## src/rtl/core/lr_pkg.sv

```systemverilog
// Shared types and constants for the line rasterizer.
package lr_pkg;

    // Default pixel coordinate width
    localparam int COORD_BITS_DEF = 11;

    // Endpoint fields on the input stream are 12-bit two's complement
    localparam int IN_COORD_BITS = 12;

    // Colour: one byte per component, four components
    localparam int COMP_BITS   = 8;
    localparam int COLOUR_BITS = 4 * COMP_BITS;

    // Input stream payload: four endpoint coordinates and the colour
    localparam int IN_TDATA_BITS = 4 * IN_COORD_BITS + COLOUR_BITS;

    // Configuration port
    localparam int CFG_INDEX_BITS = 2;
    localparam int CFG_DATA_BITS  = 12;
    localparam logic [CFG_INDEX_BITS-1:0] CFG_IDX_WIDTH  = 2'd0;
    localparam logic [CFG_INDEX_BITS-1:0] CFG_IDX_HEIGHT = 2'd1;
    localparam logic [CFG_DATA_BITS-1:0]  WIDTH_RESET    = 12'd640;
    localparam logic [CFG_DATA_BITS-1:0]  HEIGHT_RESET   = 12'd480;

    // Command codes carried in tuser
    localparam logic CMD_START = 1'b0;
    localparam logic CMD_STEP  = 1'b1;

    // Classified operation handed from the front to the back
    typedef enum logic [1:0] {
        OP_START,
        OP_REJECT,
        OP_STEP
    } t_op;

    localparam int OP_BITS = 2;

    // Stepping direction flags of a loaded line
    typedef struct packed {
        logic y_dec;
        logic x_dec;
        logic x_major;
    } t_step_flags;

    localparam int FLAG_BITS = 3;

endpackage

```

## src/rtl/core/lr_front.sv

```systemverilog
// Front end: screen size registers, endpoint checks and line setup.
module lr_front #(
    parameter int COORD_BITS = lr_pkg::COORD_BITS_DEF
) (
    input  logic                                i_clk,
    input  logic                                i_rst_n,
    input  logic                                i_cfg_write,
    input  logic [lr_pkg::CFG_INDEX_BITS-1:0]   i_cfg_index,
    input  logic [lr_pkg::CFG_DATA_BITS-1:0]    i_cfg_data,
    input  logic                                i_command,
    input  logic [lr_pkg::IN_TDATA_BITS-1:0]    i_data,
    output logic [6*COORD_BITS+lr_pkg::OP_BITS+lr_pkg::FLAG_BITS+lr_pkg::COLOUR_BITS-1:0] o_entry
);

    localparam int CW  = COORD_BITS;
    localparam int ICB = lr_pkg::IN_COORD_BITS;
    localparam logic [16:0] CoordMax = 17'((1 << COORD_BITS) - 1);

    logic [lr_pkg::CFG_DATA_BITS-1:0] r_active_width;
    logic [lr_pkg::CFG_DATA_BITS-1:0] r_active_height;

    logic [ICB-1:0]  sx_in, sy_in, ex_in, ey_in;
    logic [CW-1:0]   sx, sy, ex, ey;
    logic [CW-1:0]   dx, dy, d_major, d_minor;
    logic            all_ok;
    lr_pkg::t_step_flags flags;
    lr_pkg::t_op     op;
    logic [lr_pkg::COLOUR_BITS-1:0] colour;

    function automatic logic coord_ok(input logic [ICB-1:0] v,
                                      input logic [lr_pkg::CFG_DATA_BITS-1:0] limit);
        logic neg;
        logic in_screen;
        logic fits;
        neg       = v[ICB-1];
        in_screen = lr_pkg::CFG_DATA_BITS'(v[ICB-2:0]) < limit;
        fits      = 17'(v[ICB-2:0]) <= CoordMax;
        return !neg && in_screen && fits;
    endfunction

    always_ff @(posedge i_clk) begin
        if (!i_rst_n) begin
            r_active_width  <= lr_pkg::WIDTH_RESET;
            r_active_height <= lr_pkg::HEIGHT_RESET;
        end else if (i_cfg_write) begin
            if (i_cfg_index == lr_pkg::CFG_IDX_WIDTH) begin
                r_active_width <= i_cfg_data;
            end
            if (i_cfg_index == lr_pkg::CFG_IDX_HEIGHT) begin
                r_active_height <= i_cfg_data;
            end
        end
    end

    assign sx_in = i_data[0*ICB +: ICB];
    assign sy_in = i_data[1*ICB +: ICB];
    assign ex_in = i_data[2*ICB +: ICB];
    assign ey_in = i_data[3*ICB +: ICB];

    assign all_ok = coord_ok(sx_in, r_active_width)  && coord_ok(ex_in, r_active_width) &&
                    coord_ok(sy_in, r_active_height) && coord_ok(ey_in, r_active_height);

    // Only meaningful once all_ok holds; then every value fits CW bits
    assign sx = CW'(sx_in[ICB-2:0]);
    assign sy = CW'(sy_in[ICB-2:0]);
    assign ex = CW'(ex_in[ICB-2:0]);
    assign ey = CW'(ey_in[ICB-2:0]);

    always_comb begin
        flags.x_dec   = ex < sx;
        flags.y_dec   = ey < sy;
        dx            = flags.x_dec ? (sx - ex) : (ex - sx);
        dy            = flags.y_dec ? (sy - ey) : (ey - sy);
        flags.x_major = dx >= dy;
        d_major       = flags.x_major ? dx : dy;
        d_minor       = flags.x_major ? dy : dx;
    end

    always_comb begin
        if (i_command == lr_pkg::CMD_STEP) begin
            op = lr_pkg::OP_STEP;
        end else if (all_ok) begin
            op = lr_pkg::OP_START;
        end else begin
            op = lr_pkg::OP_REJECT;
        end
    end

    // Red in the high byte, alpha in the low byte
    assign colour = {i_data[4*ICB +: 8], i_data[4*ICB+8 +: 8],
                     i_data[4*ICB+16 +: 8], i_data[4*ICB+24 +: 8]};

    assign o_entry = {colour, flags, op, d_minor, d_major, ey, ex, sy, sx};

endmodule

```

## src/rtl/core/lr_queue.sv

```systemverilog
// Two-entry queue between the front end and the stepping engine.
module lr_queue #(
    parameter int WIDTH = 8
) (
    input  logic             i_clk,
    input  logic             i_rst_n,
    input  logic             i_push,
    input  logic [WIDTH-1:0] i_data,
    output logic             o_ready,
    input  logic             i_pop,
    output logic             o_valid,
    output logic [WIDTH-1:0] o_data
);

    logic [WIDTH-1:0] r_mem [2];
    logic             r_wr_ptr, r_rd_ptr;
    logic [1:0]       r_count;

    assign o_ready = r_count != 2'd2;
    assign o_valid = r_count != 2'd0;
    assign o_data  = r_mem[r_rd_ptr];

    always_ff @(posedge i_clk) begin
        if (i_push) begin
            r_mem[r_wr_ptr] <= i_data;
        end
    end

    always_ff @(posedge i_clk) begin
        if (!i_rst_n) begin
            r_wr_ptr <= 1'b0;
            r_rd_ptr <= 1'b0;
            r_count  <= 2'd0;
        end else begin
            if (i_push) begin
                r_wr_ptr <= ~r_wr_ptr;
            end
            if (i_pop) begin
                r_rd_ptr <= ~r_rd_ptr;
            end
            r_count <= r_count + 2'(i_push) - 2'(i_pop);
        end
    end

`ifndef NO_ASSERTIONS
    a_count_bound: assert property (@(posedge i_clk) disable iff (!i_rst_n)
        r_count <= 2'd2)
        else $error("queue count out of range");

    a_no_pop_empty: assert property (@(posedge i_clk) disable iff (!i_rst_n)
        (r_count == 2'd0) |-> !i_pop)
        else $error("pop while queue empty");

    a_no_push_full: assert property (@(posedge i_clk) disable iff (!i_rst_n)
        (r_count == 2'd2) |-> !i_push)
        else $error("push while queue full");
`endif

endmodule

```

## src/rtl/core/lr_back.sv

```systemverilog
// Stepping engine: holds the line in progress and drives the result register.
module lr_back #(
    parameter int COORD_BITS = lr_pkg::COORD_BITS_DEF
) (
    input  logic                               i_clk,
    input  logic                               i_rst_n,
    input  logic                               i_q_valid,
    input  logic [6*COORD_BITS+lr_pkg::OP_BITS+lr_pkg::FLAG_BITS+lr_pkg::COLOUR_BITS-1:0] i_q_data,
    output logic                               o_q_pop,
    output logic                               o_valid,
    input  logic                               i_ready,
    output logic [COORD_BITS-1:0]              o_pixel_x,
    output logic [COORD_BITS-1:0]              o_pixel_y,
    output logic [lr_pkg::COLOUR_BITS-1:0]     o_colour,
    output logic                               o_last_pixel,
    output logic                               o_rejected
);

    localparam int CW = COORD_BITS;
    localparam int EW = COORD_BITS + 3;

    // Queue entry fields
    logic [CW-1:0]                  q_sx, q_sy, q_tx, q_ty, q_dmaj, q_dmin;
    lr_pkg::t_op                    q_op;
    lr_pkg::t_step_flags            q_flags;
    logic [lr_pkg::COLOUR_BITS-1:0] q_colour;

    // Line state
    logic                           r_active, n_active;
    logic [CW-1:0]                  r_cx, n_cx, r_cy, n_cy;
    logic [CW-1:0]                  r_tx, n_tx, r_ty, n_ty;
    logic [CW-1:0]                  r_dmaj, n_dmaj, r_dmin, n_dmin;
    logic signed [EW-1:0]           r_err, n_err;
    lr_pkg::t_step_flags            r_flags, n_flags;
    logic [lr_pkg::COLOUR_BITS-1:0] r_colour, n_colour;

    // Result register
    logic                           r_out_valid, n_out_valid;
    logic [CW-1:0]                  r_px, n_px, r_py, n_py;
    logic [lr_pkg::COLOUR_BITS-1:0] r_out_colour, n_out_colour;
    logic                           r_out_last, n_out_last;
    logic                           r_out_rej, n_out_rej;

    logic                           pop, last, move_minor, x_move, y_move;
    logic signed [EW-1:0]           err_sum, err_wrap;
    logic [CW-1:0]                  step_x, step_y;

    assign q_sx     = i_q_data[0*CW +: CW];
    assign q_sy     = i_q_data[1*CW +: CW];
    assign q_tx     = i_q_data[2*CW +: CW];
    assign q_ty     = i_q_data[3*CW +: CW];
    assign q_dmaj   = i_q_data[4*CW +: CW];
    assign q_dmin   = i_q_data[5*CW +: CW];
    assign q_op     = lr_pkg::t_op'(i_q_data[6*CW +: lr_pkg::OP_BITS]);
    assign q_flags  = lr_pkg::t_step_flags'(
                          i_q_data[6*CW+lr_pkg::OP_BITS +: lr_pkg::FLAG_BITS]);
    assign q_colour = i_q_data[6*CW+lr_pkg::OP_BITS+lr_pkg::FLAG_BITS +: lr_pkg::COLOUR_BITS];

    // Take the next request whenever the result register is free or draining
    assign pop     = i_q_valid && (!r_out_valid || i_ready);
    assign o_q_pop = pop;

    assign last = r_flags.x_major ? (r_cx == r_tx) : (r_cy == r_ty);

    // Error is scaled by twice the major delta: one half is the major delta
    assign err_sum    = r_err + $signed({2'b00, r_dmin, 1'b0});
    assign err_wrap   = err_sum - $signed({2'b00, r_dmaj, 1'b0});
    assign move_minor = err_sum > $signed({3'b000, r_dmaj});
    assign x_move     = r_flags.x_major || move_minor;
    assign y_move     = !r_flags.x_major || move_minor;
    assign step_x     = r_flags.x_dec ? (r_cx - CW'(1)) : (r_cx + CW'(1));
    assign step_y     = r_flags.y_dec ? (r_cy - CW'(1)) : (r_cy + CW'(1));

    always_comb begin
        n_active     = r_active;
        n_cx         = r_cx;
        n_cy         = r_cy;
        n_tx         = r_tx;
        n_ty         = r_ty;
        n_dmaj       = r_dmaj;
        n_dmin       = r_dmin;
        n_err        = r_err;
        n_flags      = r_flags;
        n_colour     = r_colour;
        n_out_valid  = r_out_valid && !i_ready;
        n_px         = r_px;
        n_py         = r_py;
        n_out_colour = r_out_colour;
        n_out_last   = r_out_last;
        n_out_rej    = r_out_rej;
        if (pop) begin
            unique case (q_op)
                lr_pkg::OP_START: begin
                    n_active = 1'b1;
                    n_cx     = q_sx;
                    n_cy     = q_sy;
                    n_tx     = q_tx;
                    n_ty     = q_ty;
                    n_dmaj   = q_dmaj;
                    n_dmin   = q_dmin;
                    n_err    = '0;
                    n_flags  = q_flags;
                    n_colour = q_colour;
                end
                lr_pkg::OP_REJECT: begin
                    n_active     = 1'b0;
                    n_out_valid  = 1'b1;
                    n_px         = '0;
                    n_py         = '0;
                    n_out_colour = '0;
                    n_out_last   = 1'b0;
                    n_out_rej    = 1'b1;
                end
                lr_pkg::OP_STEP: begin
                    if (r_active) begin
                        n_out_valid  = 1'b1;
                        n_px         = r_cx;
                        n_py         = r_cy;
                        n_out_colour = r_colour;
                        n_out_last   = last;
                        n_out_rej    = 1'b0;
                        if (last) begin
                            n_active = 1'b0;
                        end else begin
                            n_cx  = x_move ? step_x : r_cx;
                            n_cy  = y_move ? step_y : r_cy;
                            n_err = move_minor ? err_wrap : err_sum;
                        end
                    end
                end
                default: begin
                end
            endcase
        end
    end

    always_ff @(posedge i_clk) begin
        if (!i_rst_n) begin
            r_active    <= 1'b0;
            r_cx        <= '0;
            r_cy        <= '0;
            r_tx        <= '0;
            r_ty        <= '0;
            r_dmaj      <= '0;
            r_dmin      <= '0;
            r_err       <= '0;
            r_flags     <= '0;
            r_colour    <= '0;
            r_out_valid <= 1'b0;
        end else begin
            r_active    <= n_active;
            r_cx        <= n_cx;
            r_cy        <= n_cy;
            r_tx        <= n_tx;
            r_ty        <= n_ty;
            r_dmaj      <= n_dmaj;
            r_dmin      <= n_dmin;
            r_err       <= n_err;
            r_flags     <= n_flags;
            r_colour    <= n_colour;
            r_out_valid <= n_out_valid;
        end
    end

    always_ff @(posedge i_clk) begin
        r_px         <= n_px;
        r_py         <= n_py;
        r_out_colour <= n_out_colour;
        r_out_last   <= n_out_last;
        r_out_rej    <= n_out_rej;
    end

    assign o_valid      = r_out_valid;
    assign o_pixel_x    = r_px;
    assign o_pixel_y    = r_py;
    assign o_colour     = r_out_colour;
    assign o_last_pixel = r_out_last;
    assign o_rejected   = r_out_rej;

`ifndef NO_ASSERTIONS
    a_err_range: assert property (@(posedge i_clk) disable iff (!i_rst_n)
        r_active |-> (r_err <= $signed({3'b000, r_dmaj})) &&
                     (r_err >= -$signed({3'b000, r_dmaj})))
        else $error("error term left its range");

    a_reject_clean: assert property (@(posedge i_clk) disable iff (!i_rst_n)
        (r_out_valid && r_out_rej) |-> (!r_out_last && r_px == '0 && r_py == '0))
        else $error("rejected result carries pixel data");

    a_start_only: assert property (@(posedge i_clk) disable iff (!i_rst_n)
        (r_active && !$past(r_active)) |-> $past(pop && q_op == lr_pkg::OP_START))
        else $error("line became active without a start request");
`endif

endmodule

```

## src/rtl/core/line_rasterizer.sv

```systemverilog
// Line rasterizer top level: front end, request queue and stepping engine.
//
//  channel  | direction | handshake                 | payload
//  s_axis   | in        | i_s_tvalid / o_s_tready   | i_s_tdata, i_s_tuser (command)
//  m_axis   | out       | o_m_tvalid / i_m_tready   | o_m_tdata, o_m_tlast, o_m_tuser
//  cfg      | in        | i_cfg_valid / o_cfg_ready | i_cfg_index, i_cfg_data
//
// One request per cycle while the output is not stalled; each request is registered in the
// queue and its result in the result register. The front end checks endpoints and sets up
// deltas combinationally; the stepping engine does one error add and compare per pixel.
// Reset is synchronous, active low, and restores a 640 x 480 screen with no line.
// A two-entry queue and the result register absorb a stalled output.
module line_rasterizer #(
    parameter int COORD_BITS = lr_pkg::COORD_BITS_DEF
) (
    input  logic                              i_clk,
    input  logic                              i_rst_n,
    input  logic                              i_s_tvalid,
    output logic                              o_s_tready,
    // start_x, start_y, end_x, end_y (12 each), red_in, green_in, blue_in, alpha_in
    input  logic [lr_pkg::IN_TDATA_BITS-1:0]  i_s_tdata,
    // command
    input  logic                              i_s_tuser,
    output logic                              o_m_tvalid,
    input  logic                              i_m_tready,
    // pixel_x, pixel_y, red_out, green_out, blue_out, alpha_out, zero fill
    output logic [((2*COORD_BITS+lr_pkg::COLOUR_BITS+7)/8)*8-1:0] o_m_tdata,
    output logic                              o_m_tlast,
    // rejected
    output logic                              o_m_tuser,
    input  logic                              i_cfg_valid,
    output logic                              o_cfg_ready,
    input  logic [lr_pkg::CFG_INDEX_BITS-1:0] i_cfg_index,
    input  logic [lr_pkg::CFG_DATA_BITS-1:0]  i_cfg_data
);

    localparam int EntryBits = 6*COORD_BITS + lr_pkg::OP_BITS + lr_pkg::FLAG_BITS +
                               lr_pkg::COLOUR_BITS;
    localparam int OutBits   = ((2*COORD_BITS + lr_pkg::COLOUR_BITS + 7) / 8) * 8;

    logic [EntryBits-1:0]           entry, q_data;
    logic                           q_ready, q_valid, q_pop, push;
    logic [COORD_BITS-1:0]          pixel_x, pixel_y;
    logic [lr_pkg::COLOUR_BITS-1:0] colour;

    assign o_cfg_ready = 1'b1;
    assign o_s_tready  = q_ready;
    assign push        = i_s_tvalid && q_ready;

    lr_front #(
        .COORD_BITS (COORD_BITS)
    ) u_front (
        .i_clk       (i_clk),
        .i_rst_n     (i_rst_n),
        .i_cfg_write (i_cfg_valid),
        .i_cfg_index (i_cfg_index),
        .i_cfg_data  (i_cfg_data),
        .i_command   (i_s_tuser),
        .i_data      (i_s_tdata),
        .o_entry     (entry)
    );

    lr_queue #(
        .WIDTH (EntryBits)
    ) u_queue (
        .i_clk   (i_clk),
        .i_rst_n (i_rst_n),
        .i_push  (push),
        .i_data  (entry),
        .o_ready (q_ready),
        .i_pop   (q_pop),
        .o_valid (q_valid),
        .o_data  (q_data)
    );

    lr_back #(
        .COORD_BITS (COORD_BITS)
    ) u_back (
        .i_clk        (i_clk),
        .i_rst_n      (i_rst_n),
        .i_q_valid    (q_valid),
        .i_q_data     (q_data),
        .o_q_pop      (q_pop),
        .o_valid      (o_m_tvalid),
        .i_ready      (i_m_tready),
        .o_pixel_x    (pixel_x),
        .o_pixel_y    (pixel_y),
        .o_colour     (colour),
        .o_last_pixel (o_m_tlast),
        .o_rejected   (o_m_tuser)
    );

    // Colour holds red in its high byte; the stream wants red first
    assign o_m_tdata = OutBits'({colour[7:0], colour[15:8], colour[23:16], colour[31:24],
                                 pixel_y, pixel_x});

endmodule

```

## config.mk

```make
export PLATFORM = sky130hd
export DESIGN_NAME = line_rasterizer
export DESIGN_NICKNAME = d
export VERILOG_FILES = /design/src/rtl/core/lr_pkg.sv /design/src/rtl/core/lr_front.sv /design/src/rtl/core/lr_queue.sv /design/src/rtl/core/lr_back.sv /design/src/rtl/core/line_rasterizer.sv
export SDC_FILE = /design/constraint.sdc
export NUM_CORES = 1
export LEC_CHECK = 0
export BUFFER_PORTS_ARGS = -buffer_cell sky130_fd_sc_hd__clkbuf_2
export CAP_MARGIN = 25
export CORE_UTILIZATION = 55
export CTS_CLUSTER_SIZE = 8
export DETAILED_ROUTE_END_ITERATION = 8
export GPL_TIMING_DRIVEN = 0
export PLACE_DENSITY = 0.74
export SLEW_MARGIN = 25
export SYNTH_ARGS = -nofsm -noshare
export SYNTH_HDL_FRONTEND = slang
export SYNTH_SLANG_ARGS = --single-unit
```

## constraint.sdc

```tcl
create_clock -name i_clk -period 8.1 [get_ports i_clk]
set_input_delay 0.81 -clock i_clk [delete_from_list [all_inputs] [get_ports i_clk]]
set_output_delay 0.81 -clock i_clk [all_outputs]
set_load 0.02 [all_outputs]
```

==> metrics.txt, run 1 <==
Most used DFF post-synth=edfxtp_1; maximum number of pins on one net before global-route repair=46; antenna violations before repair=0; status=finished, final reports clean; Place WS=1.648 ns; non-filler cells, final=2632; Arr. time, crit path=6.27 ns; Iter 0 DRT Violations=1119; number of enable flip-flop cells after synthesis=262; P_leak=9.431 nW; vias per cell=5.703; Final GP Congestion=0.9303; worst-path maximum fanout=11; Die Height=196.2 um; PD cells=318.4 nW/um^2; share of layout cells above drive strength 1=0.1335; vias in the first global route=14770; ANT cells=0; # setup viols final=0; top cell type's share of synthesized area=0.3794; Total GRT Usage=0.2662; Port Buffer Count=157; Clock Tree Root=clkbuf_16; clk buf depth=3; Cells after DPL=2527; Core ar.=36870 um^2; DR pass1 iterations=5; Worst setup EP type=register; first-pass GRT wire length=79340 um; Reg clk slew, reported paths=0.05 ns; worst clock skew=0.01825 ns; fmax=168.1 MHz; YS warnings=0; Ports=161; average wire per standard cell=19.28 um; NumNets Final=2338; Rel. slew slack=0.3217; Final Util=0.6518; Vias=15010; setup ws final=2.153 ns; Worst path max stage delay=0.51 ns; Num CTS Buffers=56; GRT Residual Overflow=0; Slew Viols, Final=0; WP data required=8.42 ns; CTS sink cnt=407; top cells by area, synth=edfxtp_1, dfxtp_1, ha_1; hold slack=0.4369 ns; WS Path Type=in -> reg; FF+latch count, synth=407; sequential area share after synthesis=0.5193; clk_lat worst skew=0.57 ns; Final period util=0.7342; Max VDD drop=0.2040 mV; chip width=196.2 um; DIE AREA=38490 um^2; DP HPWL=38080 um; Post-Syn Area=20740 um^2; H-tree levels=2; effective utilization at floorplan=0.5624; async set-reset flop share out of synthesis=0; Post-CTS Hold Buffers=0; Setup Fix Bufs, Post-CTS=0; routed wire length=50740 um; antenna viol nets, final=0; Synth area leader=edfxtp_1; Yosys cell types=76; Hold WC Path Type=in -> reg; Mapped Cells=1856; average size of a mapped cell=11.17 um^2; row cnt=70; fin crit period=5.947 ns; Layout area overhead=15.89%; Final Hold Viols=0; RSZ-0062 raised after global routing=false; DRC violations left=0; Worst Setup Start Kind=input port; CTS tree=yes; slowest cell on the critical path=a31oi_1; critical path, cell by cell=clkbuf_2 > inv_1 > ha_1 > clkbuf_1 > o21a_1 > o211ai_1 > a211o_1 > nand2_1 > inv_2 > a31oi_1 > and2_1 > xnor2_1 > ha_1 > or4_1 > a211o_1 > o21ai_0 > inv_1 > clkbuf_1 > buf_1 > o221ai_1; worst-margin pin slew=1.017 ns; Total Power=0.007652 W; max cap viols=0; post-CTS sizing=0
registers in the layout (all words and copies together), names as in the netlist, 12 cells and up, named ones only:
| signal | flops |
|---|---|
| u_queue.r_mem | 206 |
| u_back.o_colour | 32 |
| u_back.r_colour | 32 |
| u_back.r_err | 13 |
| u_front.r_active_height | 12 |
| u_front.r_active_width | 12 |
cell usage after synthesis, types with 8 or more instances:
master / count
a21boi_0: 10
mux2_2: 13
a21oi_1: 105
fa_1: 8
edfxtp_1: 262
clkbuf_1: 56
nand3_1: 20
nor2_1: 186
a211oi_1: 100
inv_1: 123
and2_1: 55
nor3_1: 21
nor2b_1: 22
o21a_1: 12
o21ai_0: 60
buf_1: 14
xor2_1: 23
o211ai_1: 18
mux2i_1: 117
a21o_1: 25
dfxtp_1: 145
nand2b_1: 18
nand4_1: 8
ha_1: 149
xnor2_1: 49
nand2_1: 83
a221o_1: 10
final timing paths:
path              cells after the start                                      end  slack (ns)                                     from
setup / recovery                     20           u_queue.r_mem[0][54]$_DFFE_PP_        2.15                             i_s_tdata[9]
hold / removal                        1           u_queue.r_mem[0][71]$_DFFE_PP_        0.44                            i_s_tdata[72]
setup reg to reg                     13        u_back.o_colour[15]$_SDFFCE_PN0P_        2.35                                 register
hold reg to reg                       2  u_front.r_active_height[1]$_SDFFE_PN0P_        0.45  u_front.r_active_height[1]$_SDFFE_PN0P_
cells by family (layout without fill, tap and decap cells):
group	count (synthesis)	in the layout	synth area share
DFF	407	407	0.5193
and+or+nand+nor	454	454	0.1036
AOI/OAI and AO/OA	426	426	0.1437
muxes	131	131	0.06425
buffers and inverters	207	478	0.04066
adders and majority gates	157	157	0.09762
other	2	3	0.0003621
xor gates and xnor gates	72	72	0.03041
worst max-delay path, delay by kind of cell:
| family | cells | cell delay (ns) |
|---|---|---|
| AOI/OAI and AO/OA | 7 | 2.32 |
| adders and majority gates | 2 | 0.49 |
| buffers and inverters | 7 | 1.60 |
| xor gates and xnor gates | 1 | 0.09 |
| and+or+nand+nor | 3 | 0.96 |
power breakdown:
group          internal (W)  total [W]  leakage, nW  switching, W
Sequential          0.00270    0.00289         3.63      0.000191
Combinational       0.00102    0.00261         5.04       0.00159
Clock               0.00131    0.00215        0.766      0.000837
cell usage in the layout (no fill, tap or decap), drive strengths merged, types with 19 or more instances in the layout:
master / netlist / final
a211oi: 107 / 107
a21o: 25 / 25
a21oi: 107 / 107
and2: 55 / 55
buf: 24 / 33
clkbuf: 57 / 317
dfxtp: 145 / 145
edfxtp: 262 / 262
ha: 149 / 149
inv: 126 / 128
mux2i: 117 / 117
nand2: 83 / 83
nand3: 20 / 20
nor2: 186 / 186
nor2b: 22 / 22
nor3: 21 / 21
o211ai: 19 / 19
o21ai: 65 / 65
xnor2: 49 / 49
xor2: 23 / 23
metrics by stage:
step           instance area [um^2]  TNS [ns]
2_1_floorplan                 20740         0
3_3_place_gp                  22160    -56.37
3_5_place_dp                  22420         0
4_1_cts                       24030         0
5_1_grt                       24030         0
6_report                      24030         0
cell type report:
type / count / area [um^2]
buffer: 81 / 370.4
clock buffer: 103 / 1599
clock inverter: 2 / 17.52
fill: 2884 / 12840
inverter: 126 / 473.0
multi-input combinational: 1243 / 9153
sequential: 407 / 10770
tap: 504 / 630.6
timing repair buffer: 166 / 1021
per-layer routing:
layer | wire length, um | vias to the layer above | share of wire | global-route usage
met5 | 0 | - | 0 | 0
met4 | 1609 | 0 | 0.032 | 0.1004
met3 | 3105 | 93 | 0.061 | 0.03610
met2 | 23520 | 502 | 0.46 | 0.4371
met1 | 22500 | 7200 | 0.44 | 0.3599
li1 | - | 7214 | - | -
No activity file was read; power rests on OpenSTA's default activity.
==> run 2, diff against run 1 <==
ABC_AREA = 1   (was default)
PLACE_DENSITY = 0.77   (was 0.74)
clock period = 5.24 ns   (was 8.1 ns; I/O delays follow)
==> metrics.txt, run 2 <==
status=finished, final reports clean; Worst setup EP type=register; Yosys cell types=56; Arr. time, crit path=5.04 ns; max cap viols=0; Most used DFF post-synth=edfxtp_1; part of the power in combinational logic=0.392; FF+latch count, synth=407; Setup Fix Bufs, Post-CTS=0; # setup viols final=0; clk_lat worst skew=0.61 ns; Total GRT Usage=0.2890; most common cell after layout, fill and taps aside=nand2_1; DIE AREA=39540 um^2; Sw Ratio=0.3932; hold slack=0.1136 ns; Final period util=0.9030; Num CTS Buffers=57; Post-CTS Hold Buffers=0; Port Buffer Count=157; number of enable flip-flop cells after synthesis=262; Final Util=0.6518; clk buf depth=3; vias per cell=5.483; worst clock skew=0.01912 ns; sequential area share after synthesis=0.5053; WP data required=5.54 ns; average size of a mapped cell=8.760 um^2; Core ar.=37930 um^2; r2r endpoint=u_back.o_colour[22]$_SDFFCE_PN0P_; worst-path maximum fanout=24; worst-margin pin slew=0.8789 ns; Ports=161; Iter 0 DRT Violations=1602; Synth area leader=edfxtp_1; DR pass1 iterations=5; Slew Viols, Final=0; post-CTS sizing=0; Die Height=198.9 um; maximum number of pins on one net before global-route repair=25; Seq pwr share=0.349; max reg flops=206; average wire per standard cell=17.68 um; Worst Setup Start Kind=register; Place WS=0.5925 ns; top cells by area, synth=edfxtp_1, dfxtp_1, nand2_1; Final GP Congestion=0.9352; Cell Int Power=0.007969 W; first-pass GRT wire length=87660 um; effective utilization at floorplan=0.5619; share of layout cells above drive strength 1=0.1125; most frequent cells in the layout=nand2_1, inv_1, edfxtp_1; NumNets Final=2919; chip width=198.9 um; Psw=0.005163 W; H-tree levels=2; RSZ-0062 raised after global routing=false; reg2reg path depth=10; DP HPWL=43290 um; row cnt=71; Vias=17660; antenna viol nets, final=0; Synth top cells by count=nand2_1, inv_1, edfxtp_1; Cells after DPL=3114; setup ws final=0.5084 ns; Clock Tree Root=clkbuf_16; WS Path Type=reg -> reg; count leader, synth=nand2_1; Max VDD drop=0.3134 mV; r2r setup slk=0.51 ns; fin crit period=4.732 ns; YS warnings=0; Layout area overhead=16.01%; Post-Syn Area=21310 um^2; Reg clk slew, reported paths=0.05 ns; GRT Residual Overflow=0; ANT cells=0; Rel. slew slack=0.4141; vias in the first global route=16620; Fin Setup TNS=0 ns; non-filler cells, final=3221; Final Hold Viols=0; Top reg by flops=u_queue.r_mem; fmax=211.3 MHz; P_leak=11.09 nW; CTS sink cnt=407; routed wire length=56960 um; antenna violations before repair=1; Clk pwr share=0.259; CTS tree=yes; Hold WC Path Type=in -> reg; PD cells=531.1 nW/um^2; CP endpoint=u_back.o_colour[22]$_SDFFCE_PN0P_; async set-reset flop share out of synthesis=0; top cell type's share of synthesized area=0.3691; DRC violations left=0; Mapped Cells=2433
[run 2: cell types whose count changed after synthesis, sizes merged, moves of 86 or more]
cell / before / now
o21ai: 65 / 151
a21oi: 107 / 260
a211oi: 107 / 1
mux2i: 117 / 3
inv: 126 / 306
nand2: 83 / 608
[run 2: kinds of logic after synthesis]
group | count (synthesis) | share of synthesized area
XOR/XNOR | 48 | 0.02096
AND/OR/NAND/NOR | 934 | 0.1815
adder cells (fa/ha/maj) | 157 | 0.09499
flip-flops | 407 | 0.5053
other | 2 | 0.0003524
AO/OA/AOI/OAI | 481 | 0.1216
multiplexers | 3 | 0.001409
buffers and inverters | 401 | 0.07385
[run 2: layer usage]
| layer | wire (um) | GRT usage |
|---|---|---|
| met2 | 25890 | 0.4592 |
| met4 | 2045 | 0.1177 |
| met1 | 24430 | 0.3934 |
| met5 | 0 | 0 |
| met3 | 4594 | 0.04730 |
[run 2: layout make-up]
cell class	count	area, um^2
Buffer	94	421.7
Clock buffer	103	1619
Clock inverter	4	46.29
Fill cell	3095	13210
Inverter	307	1152
Multi-Input combinational cell	1626	8995
Sequential cell	407	10770
Tap cell	511	639.4
Timing Repair Buffer	169	1081
[run 2: power groups by stage]
stage	registers [W]	logic, W	clock network (W)
2_1_floorplan	0.00474	0.00336	0
3_3_place_gp	0.00467	0.00477	0
3_5_place_dp	0.00463	0.00505	0
4_1_cts	0.00458	0.00508	0.00343
5_1_grt	0.00463	0.00570	0.00357
6_report	0.00459	0.00514	0.00340
[run 2: worst min path at each step]
stage	start	end	depth (start not counted)
floorplan	u_queue.r_rd_ptr$_SDFFE_PN0P_	register	1
global placement	u_queue.r_rd_ptr$_SDFFE_PN0P_	register	1
detailed placement	u_queue.r_rd_ptr$_SDFFE_PN0P_	register	1
CTS	i_s_tdata[67]	u_queue.r_mem[1][82]$_DFFE_PP_	1
global route	i_s_tdata[67]	u_queue.r_mem[1][82]$_DFFE_PP_	1
finish	i_s_tdata[67]	u_queue.r_mem[1][82]$_DFFE_PP_	1
[run 2: worst max-delay path: stages (launching register included)]
cell      delay (ns)
dfxtp_1         0.39
clkbuf_1        0.62
clkbuf_1        0.57
o21ai_0         0.33
inv_1           0.17
ha_1            0.25
buf_1           0.52
buf_1           0.55
nor2_1          0.20
nor2_4          0.54
buf_16          0.25
[run 2: stage by stage]
step	area (um^2)	total power (W)
2_1_floorplan	21320	0.008097
3_3_place_gp	22750	0.009439
3_5_place_dp	23060	0.009680
4_1_cts	24730	0.01309
5_1_grt	24730	0.01390
6_report	24730	0.01313
==> run 3, diff against run 2 <==
CORE_MARGIN = 10   (was default)
CTS_CLUSTER_SIZE = 10   (was 8)
==> metrics.txt, run 3 (synthesized netlist as in run 2, its figures left out) <==
Slew Viols, Final=0; placed inst area=23050 um^2; antenna viol nets, final=0; maximum number of pins on one net before global-route repair=25; Sw Ratio=0.4020; Setup Fix Bufs, Post-CTS=0; chip width=216.9 um; Die Height=216.9 um; DRC violations left=0; Psw=0.005118 W; Rel. slew slack=0.4177; routed wire length=57550 um; Final period util=0.9205; hold path depth=1; Final GP Congestion=0.9451; part of the power in combinational logic=0.405; Iter 0 DRT Violations=1588; post-CTS sizing=0; GRT Residual Overflow=0; max reg flops=206; antenna violations before repair=3; vias in the first global route=17140; Ports=161; Max VDD drop=0.2965 mV; Worst Setup Start Kind=register; Final Util=0.6350; r2r endpoint=u_back.o_colour[26]$_SDFFCE_PN0P_; Core ar.=38470 um^2; worst clock skew=0.01904 ns; Design Area, Final=24430 um^2; # setup viols final=0; hold endpoint=u_queue.r_mem[0][98]$_DFFE_PP_; Layout area overhead=14.61%; Total GRT Usage=0.2410; Worst setup EP type=register; worst-margin pin slew=0.8735 ns; Cell Int Power=0.007612 W; Clk pwr share=0.235; status=finished, final reports clean; most common cell after layout, fill and taps aside=nand2_1; Port Buffer Count=157; Num CTS Buffers=47; clk buf depth=3; setup ws final=0.4165 ns; most frequent cells in the layout=nand2_1, inv_1, edfxtp_1; PD cells=521.2 nW/um^2; vias per cell=5.440; worst-path maximum fanout=23; RSZ-0062 raised after global routing=false; row cnt=72; average wire per standard cell=17.95 um; DR pass1 iterations=6; first-pass GRT wire length=90380 um; Reg clk slew, reported paths=0.06 ns; reg2reg path depth=10; Place WS=0.5123 ns; CTS sink cnt=407; H-tree levels=2; fmax=207.3 MHz; Hold WC Path Type=in -> reg; WS Path Type=reg -> reg; share of layout cells above drive strength 1=0.1094; Hold Startpoint=i_s_tdata[51]; Vias=17440; clk_lat worst skew=0.60 ns; hold slack=0.1256 ns; max cap viols=0; Top reg by flops=u_queue.r_mem; NumNets Final=2908; WP data required=5.52 ns; Clock Tree Root=clkbuf_16; P_leak=10.95 nW; Final Hold Viols=0; Seq pwr share=0.360; Total Power=0.01273 W; DIE AREA=47020 um^2; CTS tree=yes; effective utilization at floorplan=0.5541; Arr. time, crit path=5.10 ns; DP HPWL=44170 um; fin crit period=4.824 ns; r2r setup slk=0.42 ns; Post-CTS Hold Buffers=0
-- run 3: cell types whose count changed in the layout (fill, tap and decap cells not counted), sizes merged --
cell	change
clkbuf	-22
clkinv	-2
inv	+2
buf	-1
diode	+1
-- run 3: worst max path at each step --
stage,startpoint,slack (ns),end,cells after the start
3_3_place_gp,register,-2.60,u_back.o_colour[27]$_SDFFCE_PN0P_,9
3_5_place_dp,register,0.51,u_back.o_colour[27]$_SDFFCE_PN0P_,10
2_1_floorplan,register,0.26,u_back.o_colour[0]$_SDFFCE_PN0P_,9
6_report,register,0.42,u_back.o_colour[26]$_SDFFCE_PN0P_,10
4_1_cts,register,0.48,u_back.o_colour[12]$_SDFFCE_PN0P_,10
5_1_grt,register,0.26,u_back.o_colour[23]$_SDFFCE_PN0P_,10
-- run 3: final cells by class --
class	instances	area [um^2]
fillers	3119	14040
flip-flops and latches	407	10770
multi-input cells	1626	8995
clock buffers	81	1324
inverters	307	1152
repair buffers	168	1059
well taps	518	648.1
plain buffers	94	421.7
clock inverters	4	53.80
diodes	1	2.502
-- run 3: per-layer routing --
metal,wire (um),vias to the layer above,global-route usage
li1,-,8527,-
met1,24280,8124,0.3153
met2,26780,682,0.3966
met3,4784,109,0.04313
met4,1711,0,0.08413
met5,0,-,0
-- run 3: worst max-delay path, cell delays in order (launching register included) --
cell and delay [ns]:
dfxtp_1 0.38, clkbuf_1 0.65, clkbuf_1 0.58, o21ai_0 0.32, inv_1 0.14, ha_1 0.24
buf_1 0.50, buf_1 0.60, nor2_1 0.21, nor2_4 0.56, buf_12 0.27
-- run 3: power by group through the flow --
stage	Sequential (W)	Clock [W]	Combinational [W]
floorplan	0.00474	0	0.00336
global placement	0.00467	0	0.00478
detailed placement	0.00463	0	0.00505
CTS	0.00457	0.00301	0.00510
global route	0.00463	0.00316	0.00575
finish	0.00458	0.00299	0.00515
-- run 3: stage by stage --
step	setup TNS (ns)	instances
final	0	3206
after global routing	0	3206
after CTS	0	3205
after detailed placement	0	3120
after global placement	-154.74	3109
after floorplan	0	2434
